### src/rtl/core/mcp_pkg.sv
// ---------------------------------------------------------------------------
// MIDI channel message parser package
// Shared types and constants of the parser front end, queue and back end.
// ---------------------------------------------------------------------------
package mcp_pkg;

  // Depth of the message queue between the front and back ends.
  localparam int unsigned QueueDepth = 2;
  localparam int unsigned QPtrW      = (QueueDepth > 1) ? $clog2(QueueDepth) : 1;
  localparam int unsigned QCntW      = $clog2(QueueDepth + 1);

  // Filter value that lets every channel through.
  localparam logic [4:0] AllChannels = 5'd16;

  // Upper nibble of a status byte.
  localparam logic [3:0] TypeNoteOff  = 4'h8;
  localparam logic [3:0] TypeNoteOn   = 4'h9;
  localparam logic [3:0] TypeControl  = 4'hB;
  localparam logic [3:0] TypeProgram  = 4'hC;
  localparam logic [3:0] TypePressure = 4'hD;

  typedef enum logic [1:0] {
    KIND_NOTE_OFF = 2'd0,
    KIND_NOTE_ON  = 2'd1,
    KIND_CONTROL  = 2'd2,
    KIND_PROGRAM  = 2'd3
  } event_kind_e;

  // One completed channel message as parsed from the byte stream.
  typedef struct packed {
    logic [3:0] msg_type;
    logic [3:0] channel;
    logic [6:0] first_value;
    logic [6:0] second_value;
  } msg_t;

endpackage

### src/rtl/core/mcp_front.sv
// ---------------------------------------------------------------------------
// MIDI parser front end
// Tracks running status and data count, and emits each completed message.
// ---------------------------------------------------------------------------
module mcp_front (
  input  logic          clk_i,
  input  logic          rst_ni,
  input  logic          byte_valid_i,
  input  logic [7:0]    rx_byte_i,
  output logic          msg_valid_o,
  output mcp_pkg::msg_t msg_o
);
  import mcp_pkg::*;

  logic [7:0] running_status_q, running_status_d;
  logic       data_count_q, data_count_d;
  logic [6:0] held_first_q;
  logic       held_load;
  logic       one_byte_msg;

  // Program change and channel pressure carry a single data byte.
  assign one_byte_msg = (running_status_q[7:4] == TypeProgram) ||
                        (running_status_q[7:4] == TypePressure);

  always_comb begin
    running_status_d = running_status_q;
    data_count_d     = data_count_q;
    held_load        = 1'b0;
    msg_valid_o      = 1'b0;
    msg_o.msg_type     = running_status_q[7:4];
    msg_o.channel      = running_status_q[3:0];
    msg_o.first_value  = data_count_q ? held_first_q : rx_byte_i[6:0];
    msg_o.second_value = data_count_q ? rx_byte_i[6:0] : 7'd0;
    if (byte_valid_i) begin
      if (rx_byte_i[7]) begin
        running_status_d = rx_byte_i;
        data_count_d     = 1'b0;
      end else if (running_status_q != 8'd0) begin
        if (!data_count_q && !one_byte_msg) begin
          held_load    = 1'b1;
          data_count_d = 1'b1;
        end else begin
          msg_valid_o  = 1'b1;
          data_count_d = 1'b0;
        end
      end
    end
  end

  always_ff @(posedge clk_i or negedge rst_ni) begin
    if (!rst_ni) begin
      running_status_q <= 8'd0;
      data_count_q     <= 1'b0;
    end else begin
      running_status_q <= running_status_d;
      data_count_q     <= data_count_d;
    end
  end

  always_ff @(posedge clk_i) begin
    if (held_load) begin
      held_first_q <= rx_byte_i[6:0];
    end
  end

endmodule

### src/rtl/core/mcp_queue.sv
// ---------------------------------------------------------------------------
// MIDI parser message queue
// Small first-in first-out buffer of parsed messages.
// ---------------------------------------------------------------------------
module mcp_queue (
  input  logic          clk_i,
  input  logic          rst_ni,
  input  logic          push_i,
  input  mcp_pkg::msg_t data_i,
  output logic          full_o,
  input  logic          pop_i,
  output logic          empty_o,
  output mcp_pkg::msg_t data_o
);
  import mcp_pkg::*;

  localparam logic [QPtrW-1:0] LastPtr  = QPtrW'(QueueDepth - 1);
  localparam logic [QCntW-1:0] FullCnt  = QCntW'(QueueDepth);

  msg_t             entry_q [QueueDepth];
  logic [QPtrW-1:0] wr_ptr_q, wr_ptr_d;
  logic [QPtrW-1:0] rd_ptr_q, rd_ptr_d;
  logic [QCntW-1:0] count_q, count_d;
  logic             do_push, do_pop;

  assign full_o  = (count_q == FullCnt);
  assign empty_o = (count_q == '0);
  assign data_o  = entry_q[rd_ptr_q];
  assign do_push = push_i && !full_o;
  assign do_pop  = pop_i && !empty_o;

  always_comb begin
    wr_ptr_d = wr_ptr_q;
    rd_ptr_d = rd_ptr_q;
    count_d  = count_q;
    if (do_push) begin
      wr_ptr_d = (wr_ptr_q == LastPtr) ? '0 : wr_ptr_q + 1'b1;
    end
    if (do_pop) begin
      rd_ptr_d = (rd_ptr_q == LastPtr) ? '0 : rd_ptr_q + 1'b1;
    end
    case ({do_push, do_pop})
      2'b10:   count_d = count_q + 1'b1;
      2'b01:   count_d = count_q - 1'b1;
      default: count_d = count_q;
    endcase
  end

  always_ff @(posedge clk_i or negedge rst_ni) begin
    if (!rst_ni) begin
      wr_ptr_q <= '0;
      rd_ptr_q <= '0;
      count_q  <= '0;
    end else begin
      wr_ptr_q <= wr_ptr_d;
      rd_ptr_q <= rd_ptr_d;
      count_q  <= count_d;
    end
  end

  always_ff @(posedge clk_i) begin
    if (do_push) begin
      entry_q[wr_ptr_q] <= data_i;
    end
  end

endmodule

### src/rtl/core/mcp_back.sv
// ---------------------------------------------------------------------------
// MIDI parser back end
// Filters messages by channel, maps them to events and holds the result.
// ---------------------------------------------------------------------------
module mcp_back (
  input  logic                 clk_i,
  input  logic                 rst_ni,
  input  logic                 cfg_we_i,
  input  logic [4:0]           cfg_data_i,
  input  logic                 msg_empty_i,
  input  mcp_pkg::msg_t        msg_i,
  output logic                 msg_pop_o,
  output logic                 empty_o,
  input  logic                 pop_i,
  output mcp_pkg::event_kind_e kind_o,
  output logic [3:0]           channel_o,
  output logic [6:0]           first_o,
  output logic [6:0]           second_o
);
  import mcp_pkg::*;

  logic [4:0]  listen_q;
  logic        out_valid_q, out_valid_d;
  event_kind_e kind_q, kind_d;
  logic [3:0]  channel_q;
  logic [6:0]  first_q;
  logic [6:0]  second_q, second_d;
  logic        is_event;
  logic        chan_pass;
  logic        take;
  logic        emit;

  // Decode the message type into an event kind; other types are dropped.
  always_comb begin
    is_event = 1'b1;
    kind_d   = KIND_NOTE_OFF;
    second_d = msg_i.second_value;
    unique case (msg_i.msg_type)
      TypeNoteOff: kind_d = KIND_NOTE_OFF;
      TypeNoteOn:  kind_d = (msg_i.second_value != 7'd0) ? KIND_NOTE_ON : KIND_NOTE_OFF;
      TypeControl: kind_d = KIND_CONTROL;
      TypeProgram: begin
        kind_d   = KIND_PROGRAM;
        second_d = 7'd0;
      end
      default:     is_event = 1'b0;
    endcase
  end

  assign chan_pass = (listen_q == AllChannels) || ({1'b0, msg_i.channel} == listen_q);
  assign take      = !msg_empty_i && (!out_valid_q || pop_i);
  assign emit      = take && is_event && chan_pass;
  assign msg_pop_o = take;

  always_comb begin
    out_valid_d = out_valid_q;
    if (emit) begin
      out_valid_d = 1'b1;
    end else if (pop_i) begin
      out_valid_d = 1'b0;
    end
  end

  always_ff @(posedge clk_i or negedge rst_ni) begin
    if (!rst_ni) begin
      listen_q    <= AllChannels;
      out_valid_q <= 1'b0;
    end else begin
      if (cfg_we_i) begin
        listen_q <= cfg_data_i;
      end
      out_valid_q <= out_valid_d;
    end
  end

  always_ff @(posedge clk_i) begin
    if (emit) begin
      kind_q    <= kind_d;
      channel_q <= msg_i.channel;
      first_q   <= msg_i.first_value;
      second_q  <= second_d;
    end
  end

  assign empty_o   = !out_valid_q;
  assign kind_o    = kind_q;
  assign channel_o = channel_q;
  assign first_o   = first_q;
  assign second_o  = second_q;

endmodule

### src/rtl/core/midi_channel_message_parser.sv
// ---------------------------------------------------------------------------
// MIDI channel message parser
// Turns a stream of received MIDI bytes into note and controller events.
// ---------------------------------------------------------------------------
//
//   Channel   Direction  Handshake               Payload
//   -------   ---------  ----------------------  -------------------------------
//   bytes     in         push / full             rx_byte_i
//   config    in         cfg_valid_i/cfg_ready_o cfg_listen_channel_i
//   events    out        empty / pop             event_kind_o, event_channel_o,
//                                                first_value_o, second_value_o
//
// One byte is taken in every cycle while full is low. A byte that completes a
// message is written into the message queue at its transfer edge, and the back
// end then loads its event into the output register, where it becomes visible,
// once that register is empty or is being popped.
// Reset clears the running status and sets the channel filter to all channels.
// When the result is not popped, the two-entry message queue absorbs further
// completed messages, and full rises only when both entries are taken.
// The configuration channel is always ready.
//
// The front end follows the running status of the byte stream. A status byte
// (bit 7 set) is stored and restarts the data count. Data bytes that arrive
// before any status are ignored. Program change and channel pressure complete
// on their first data byte; every other type holds the first data byte and
// completes on the second. The status is kept after a message so that
// running status works.
//
// The back end drops messages of types that produce no event, and those whose
// channel does not match the filter. A note on with zero velocity is reported
// as a note off.
module midi_channel_message_parser (
  input  logic       clk_i,
  input  logic       rst_ni,
  // Byte input
  input  logic       push,
  output logic       full,
  input  logic [7:0] rx_byte_i,
  // Channel filter configuration
  input  logic       cfg_valid_i,
  output logic       cfg_ready_o,
  input  logic [4:0] cfg_listen_channel_i,
  // Event output
  output logic       empty,
  input  logic       pop,
  output logic [1:0] event_kind_o,
  output logic [3:0] event_channel_o,
  output logic [6:0] first_value_o,
  output logic [6:0] second_value_o
);
  import mcp_pkg::*;

  logic        byte_xfer;
  logic        front_valid;
  msg_t        front_msg;
  logic        queue_empty;
  logic        queue_pop;
  msg_t        queue_msg;
  event_kind_e out_kind;

  // The filter register may be written at any time.
  assign cfg_ready_o = 1'b1;

  // A byte transfer happens only while the message queue has room.
  assign byte_xfer = push && !full;

  mcp_front u_front (
    .clk_i        (clk_i),
    .rst_ni       (rst_ni),
    .byte_valid_i (byte_xfer),
    .rx_byte_i    (rx_byte_i),
    .msg_valid_o  (front_valid),
    .msg_o        (front_msg)
  );

  mcp_queue u_queue (
    .clk_i   (clk_i),
    .rst_ni  (rst_ni),
    .push_i  (front_valid),
    .data_i  (front_msg),
    .full_o  (full),
    .pop_i   (queue_pop),
    .empty_o (queue_empty),
    .data_o  (queue_msg)
  );

  mcp_back u_back (
    .clk_i       (clk_i),
    .rst_ni      (rst_ni),
    .cfg_we_i    (cfg_valid_i && cfg_ready_o),
    .cfg_data_i  (cfg_listen_channel_i),
    .msg_empty_i (queue_empty),
    .msg_i       (queue_msg),
    .msg_pop_o   (queue_pop),
    .empty_o     (empty),
    .pop_i       (pop),
    .kind_o      (out_kind),
    .channel_o   (event_channel_o),
    .first_o     (first_value_o),
    .second_o    (second_value_o)
  );

  assign event_kind_o = out_kind;

endmodule

### config.mk
export PLATFORM = sky130hd
export DESIGN_NAME = midi_channel_message_parser
export DESIGN_NICKNAME = d
export VERILOG_FILES = /design/src/rtl/core/mcp_pkg.sv /design/src/rtl/core/mcp_front.sv /design/src/rtl/core/mcp_queue.sv /design/src/rtl/core/mcp_back.sv /design/src/rtl/core/midi_channel_message_parser.sv
export SDC_FILE = /design/constraint.sdc
export NUM_CORES = 1
export LEC_CHECK = 0
export ABC_AREA = 1
export BUFFER_PORTS_ARGS = -buffer_cell sky130_fd_sc_hd__buf_2
export CELL_PAD_IN_SITES_DETAIL_PLACEMENT = 0
export CELL_PAD_IN_SITES_GLOBAL_PLACEMENT = 2
export CORE_ASPECT_RATIO = 1.75
export CORE_UTILIZATION = 36
export CTS_BUF_LIST = sky130_fd_sc_hd__clkbuf_4 sky130_fd_sc_hd__clkbuf_8
export CTS_CLUSTER_DIAMETER = 150
export CTS_CLUSTER_SIZE = 12
export DETAILED_ROUTE_END_ITERATION = 16
export GPL_ROUTABILITY_DRIVEN = 0
export PLACE_DENSITY_LB_ADDON = 0.12
export SLEW_MARGIN = 20
export SYNTH_ARGS = -nofsm -noshare
export SYNTH_HDL_FRONTEND = slang
export SYNTH_SLANG_ARGS = --single-unit
### constraint.sdc
create_clock -name clk_i -period 2.45 [get_ports clk_i]
set_clock_uncertainty 0.05 [all_clocks]
set_input_delay 0.3675 -clock clk_i [delete_from_list [all_inputs] [get_ports clk_i]]
set_output_delay 0.3675 -clock clk_i [all_outputs]
set_load 0.05 [all_outputs]
**Word level (Yosys, flattened, before mapping)**

Memories as Yosys holds them, arrays and structs flattened.
Cells that the tools add are included.

- Eq/ne operators: 11
- Mux-type cells: 22
- Add/sub/neg operators: 4
- Reduce and logical (&&, ||, !) cells: 24

Operators by type and width:

| kind | number |
|---|---|
| equality test 4 bit (second input constant) | 6 |
| two-way mux 1 bit | 18 |
| two-way mux 7 bit | 2 |
| nonzero test 8 bit | 1 |
| logical AND 1 bit | 7 |
| nonzero test 7 bit | 1 |
| case mux 2 bit (3 select lines) | 1 |
| nonzero test 2 bit | 3 |
| equality test 4 x 5 -> 1 bit | 1 |
| equality test 5 bit (second input constant) | 1 |
| logical NOT 1 bit | 5 |
| equality test 2 bit (second input constant) | 2 |
| case mux 2 bit (2 select lines) | 1 |
| AND reduction 2 bit | 2 |
| OR reduction 4 bit | 1 |
| logical OR 1 bit | 3 |
| adder 1 bit (second input constant) | 2 |
| adder 2 x 1 -> 2 bit (second input constant) | 1 |
| equality test 2 x 1 -> 1 bit (second input constant) | 1 |
| logical NOT 2 bit | 1 |
| subtractor 2 x 1 -> 2 bit (second input constant) | 1 |

- Register bits after elaboration: 46
- Input port bits: 18
- Word-level logic and storage cells: 74
- Bits in writable memories: 44
- Output and inout bits: 23
- Memories: 1

Memory list:

| memory | words | width | rd ports | clocked after memory_dff | wr ports | RTL line | text |
|---|---|---|---|---|---|---|---|
| u_queue.entry_q | 2 | 22 | 1 | 0 | 1 | mcp_queue.sv:20 | `msg_t entry_q [QueueDepth];` |

**Longest topological paths before layout**

- Depth after elaboration: 11
- Depth in mapped cells: 12
- Mapped depth without buffers: 10

**Modules after synthesis**

Synthesis repeated with hierarchy kept, for this count alone.

- Cells, all modules: 353
- Area total of the unflattened synthesis: 3754.9 µm²

Modules (own cells, without submodules):

| module | seq. area each (µm²) | area an instance (µm²) | instances | cells an instance |
|---|---|---|---|---|
| mcp_queue | 1421.4 | 1836.8 | 1 | 147 |
| mcp_back | 752.0 | 1074.8 | 1 | 107 |
| mcp_front | 435.4 | 822.0 | 1 | 95 |
| midi_channel_message_parser | 0.0 | 21.3 | 1 | 4 |

**Least setup slack after synthesis**

No wires, ideal clock.

- Kind: register to register
- Start: register u_queue.count_q[0]
- End: memory u_queue.entry_q[1][0] in the netlist's numbering (enable)
- Stages on the path, launching flop included: 8
- Library setup time: 0.401 ns
- Clock period less this slack: 2.552 ns
- Required time: 1.999 ns
- Arrival: 2.101 ns
- Setup slack: -0.102 ns
- Path buffers: 0
- Cells stage by stage: dfrtp_1 inv_1 nand2_1 inv_1 nor2_1 and2_1 nand3_1 nor2_1

- Cells in the longest elaborated chain, start to end: 7

Ends and longest elaborated chain:

| item | RTL line | text |
|---|---|---|
| from (decl) | mcp_queue.sv:23 | `logic [QCntW-1:0] count_q, count_d;` |
| from (signal assigned) | mcp_queue.sv:57 | `count_q <= count_d;` |
| equality test 2 bit * | mcp_queue.sv:26 | `assign full_o = (count_q == FullCnt);` |
| named net full | midi_channel_message_parser.sv:37 | `output logic full,` |
| logical NOT 1 bit * | mcp_queue.sv:29, midi_channel_message_parser.sv:65 |  |
| logical AND 1 bit | midi_channel_message_parser.sv:65 | `assign byte_xfer = push && !full;` |
| two-way mux 1 bit | mcp_front.sv:34 | `if (byte_valid_i) begin` |
| logical AND 1 bit * | mcp_queue.sv:29 | `assign do_push = push_i && !full_o;` |
| two-way mux 1 bit * | mcp_queue.sv:62 | `if (do_push) begin` |
| two-way mux 1 bit (implied by the code) * | mcp_queue.sv:63 | `entry_q[wr_ptr_q] <= data_i;` |
| to (decl) | mcp_queue.sv:20 |  |

Mark *: on every way through the listed nets, which the timed path passes. The rest lies on a longest branch.

**Worst setup path in the final report**

- Start: register u_queue.count_q[0]
- End: register u_queue.count_q[1]

- Cells in the longest elaborated chain, start to end: 7
- Elaborated cells on any way between the ends: 15
- Classes of those cells: add/sub: 2; eq/ne: 3; mux: 2; reduce/logical: 8

Ends and longest elaborated chain:

| item | RTL line | text |
|---|---|---|
| equality test 2 bit | mcp_queue.sv:26 |  |
| logical NOT 1 bit | mcp_queue.sv:29, midi_channel_message_parser.sv:65 |  |
| logical AND 1 bit | midi_channel_message_parser.sv:65 |  |
| two-way mux 1 bit | mcp_front.sv:34 |  |
| logical AND 1 bit | mcp_queue.sv:29 |  |
| equality test 2 x 1 -> 1 bit or equality test 2 bit (tied branches) | mcp_queue.sv:42 | `case ({do_push, do_pop})` |
| case mux 2 bit (2 select lines) or nonzero test 2 bit (tied branches) | n/a |  |

Parallel ways exist; a longest one is shown, timed or not.
A chain may end at the register's enable or synchronous reset.

==> impl_metrics.yaml <==
status:
  outcome: "completed"
setup_path:
  critPathLaunchType: "flop"
  end_kind: "flop"
  crit_type: "reg -> reg"
  cp_cell_sequence: "inv_1 -> nand2_1 -> inv_1 -> nor2_1 -> and2_1 -> nand3_1 -> ha_1 -> a21oi_1 -> o21ai_0 -> xnor2_1"
  crit_top_cell: "inv_1"
  r2r_slack_ns: 0.51
  path_buf_inv: 2
  critPathMaxFanout: 5
  r2r-start: "u_queue.count_q[0]"
  crit_family: "simple AND/OR/NAND/NOR gates"
  rr_endpoint: "u_queue.count_q[1]"
  worst-r2r-cell-count: 10
  cp.arrival_ns: 2.14
  cp_slowest_cell: "dfrtp_1"
  cp.required_ns: 2.65
  cpPeakStageDelay_ns: 0.42
grt:
  antenna_found_initial: 0
  grt_use_total: 0.148
  grt_max_degree: 23
  grt_pass1_vias: 2114
  grt_first_pass_wirelength_um: 11200
  overflow: 0
cells_and_area:
  area_delta_synth_final_pct: 14.2
  num-fill-cells: 994
  multi_input_area_um2: 810
  final_area_um2: 4180
  regArea_um2: 2610
  antenna_cells: 0
  drive_above_1_share: 0.183
  nets: 391
timing:
  min_period_over_period: 0.792
  setup_tns_ns: 0
  finalSetupViolations: 0
  rsz0062_at_grt: "no"
  period_minus_slack_ns: 1.94
  maxSlewViolCount: 0
  hold_viol: 0
  max_freq_mhz: 516
die:
  start_util: 0.372
  num_io_pins: 41
  core_area_um2: 9850
  fp.dieW_um: 78.2
  num_rows: 48
  die_area_um2: 10600
  die_h_um: 135
placement:
  dp_hpwl_um: 5010
  port_buffers: 39
  dpl_cell_area_um2: 4000
yosys:
  postSynthCellCount: 324
  synth_area_um2: 3660
  yosys_warnings: 0
  synth_area_leaders: "edfxtp_1, dfrtp_1, nand2_1"
  ys.flop_type: "edfxtp_1"
  synth_edf_count: 71
  synthDominantAreaCellType: "edfxtp_1"
  ys_async_sr_fraction: 0.211
  ys_ff_latch: 90
  syn_area_per_cell_um2: 11.3
  synth_cell_types: 28
  synthDominantCellAreaShare: 0.583
  seq_area_frac_synth: 0.713
  synthesis.nets: 343
power_and_ir_drop:
  peakVddDrop_mv: 0.533
  power_density_nw_per_um2: 1120
  finalPower_w: 0.00470
  p_leak_nw: 1.84
cts:
  clk_latency_ns: 0.36
  cts_tree: "yes"
  cts_buffers: 9
  cts_root_buf: "clkbuf_8"
  clockBufferDepth: 2
  cts.clk_slew.worst_paths_ns: 0.09
  htreeDepth: 3
  clock-sinks: 90
detailed_routing:
  wirelength_um: 6920
  vias: 2200
  wl_per_cell_um: 13.8
  drtAntennaViolNets: 0
  drc_errors: 0
  dr.pass1.iters: 5
  drt_iter0_markers: 107
  avgViaCountPerCell: 4.38
hold_path:
  hp-class: "in -> reg"
  whs_endpoint: "u_front.held_first_q[3]"
  whs_path_depth: 1
  hp-start: "rx_byte_i[3]"
job:
  cap_violations: 0
[Yosys cell counts (2+ instances only)]
library cell  number
nand2_1          103
dfrtp_1           18
buf_6              5
o21ai_1            3
xnor2_1            2
or2_1              3
inv_1             42
nor2_1            21
a21oi_1            2
mux2i_1            3
nand2_2            3
nand4_1            4
o21ai_0           22
edfxtp_1          71
nand3_1            7
clkbuf_1           3
[repair_timing]
action,in CTS,in global routing
resized for setup,0,0
hold buffers,1,0
buffers inserted,0,0
hold endpoints to repair,18,0
[layout by cell type (no fill, tap or decap), drive strengths merged]
| cell type | instances |
|---|---|
| dlygate4sd3 | 1 |
| mux2i | 3 |
| o22ai | 1 |
| and2 | 1 |
| inv | 44 |
| dfstp | 1 |
| conb | 1 |
| dfrtp | 18 |
| a31o | 1 |
| clkinvlp | 2 |
| edfxtp | 71 |
| a21oi | 2 |
| o21ai | 26 |
| clkbuf | 9 |
| or2 | 3 |
| nand3 | 7 |
| ha | 1 |
| xor2 | 1 |
| buf | 46 |
| nor2 | 22 |
| nand4 | 4 |
| nand2 | 106 |
| clkinv | 4 |
| xnor2 | 2 |
[sequential cells by signal, indices dropped and copies added, names as in the netlist]
register and flops:
u_back.second_o 7, u_front.running_status_q 8, u_front.held_first_q 7, u_front.data_count_q 1, u_back.first_o 7, u_back.out_valid_q 1
u_back.listen_q 5, u_back.channel_o 4, u_queue.entry_q 44, u_queue.wr_ptr_q 1, u_queue.count_q 2, u_back.kind_o 2
u_queue.rd_ptr_q 1
[through the flow]
step | util | setup slack, ns | std cells | hold WS, ns
3_5_place_dp | 0.406 | 0.508 | 485 | 0.297
2_1_floorplan | - | 0.248 | 324 | 0.0219
4_1_cts | 0.424 | 0.493 | 502 | 0.140
3_3_place_gp | 0.406 | 0.517 | 485 | 0.292
5_1_grt | 0.424 | 0.341 | 502 | 0.141
6_report | 0.424 | 0.510 | 502 | 0.162
[kinds of logic after synthesis]
group	Yosys count	synth area share
other	1	0.00102
AND/OR/NAND/NOR	143	0.157
buffers and inverters	53	0.0667
flip-flops	90	0.713
XOR/XNOR	3	0.00718
multiplexers	3	0.00821
AO/OA/AOI/OAI	30	0.0434
adder cells (fa/ha/maj)	1	0.00342
[power by group]
part           internal (W)  switching (W)  total [W]
Sequential          0.00209       0.000150    0.00224
Clock              0.000365       0.000537   0.000902
Combinational      0.000447        0.00111    0.00156
[area by class of cell]
type | instances | area share
repair buffers | 47 | 0.0647
clock inverters | 7 | 0.0108
multi-input cells | 181 | 0.194
clock buffers | 9 | 0.0296
well taps | 125 | 0.0374
inverters | 43 | 0.0392
flip-flops and latches | 90 | 0.624
[worst reg2reg max path, cell delays in order, from the launching register on]
cell     delay, ns
dfrtp_1       0.42
inv_1         0.06
nand2_1       0.05
inv_1         0.04
nor2_1        0.15
and2_1        0.23
nand3_1       0.15
ha_1          0.33
a21oi_1       0.11
o21ai_0       0.11
xnor2_1       0.13
[per-layer routing]
layer	routed length, µm	track usage	up-vias
li1	-	-	1143
met2	3570	0.243	32
met4	156	0.0741	0
met1	3020	0.181	1013
met5	0	0	-
met3	182	0.0350	12
[how the worst max path moves through the flow]
| stage | slack (ns) | endpoint | cells after the start | from |
|---|---|---|---|---|
| global route | 0.34 | u_back.kind_o[0] | 6 | u_queue.rd_ptr_q |
| floorplan | 0.25 | u_queue.entry_q[1][0] | 7 | u_queue.count_q[0] |
| CTS | 0.49 | u_queue.count_q[1] | 10 | u_queue.count_q[0] |
| finish | 0.51 | u_queue.count_q[1] | 10 | u_queue.count_q[0] |
| detailed placement | 0.51 | u_queue.count_q[1] | 10 | u_queue.count_q[0] |
| global placement | 0.52 | u_queue.count_q[1] | 10 | u_queue.count_q[0] |
(Power assumes the default switching activity.)
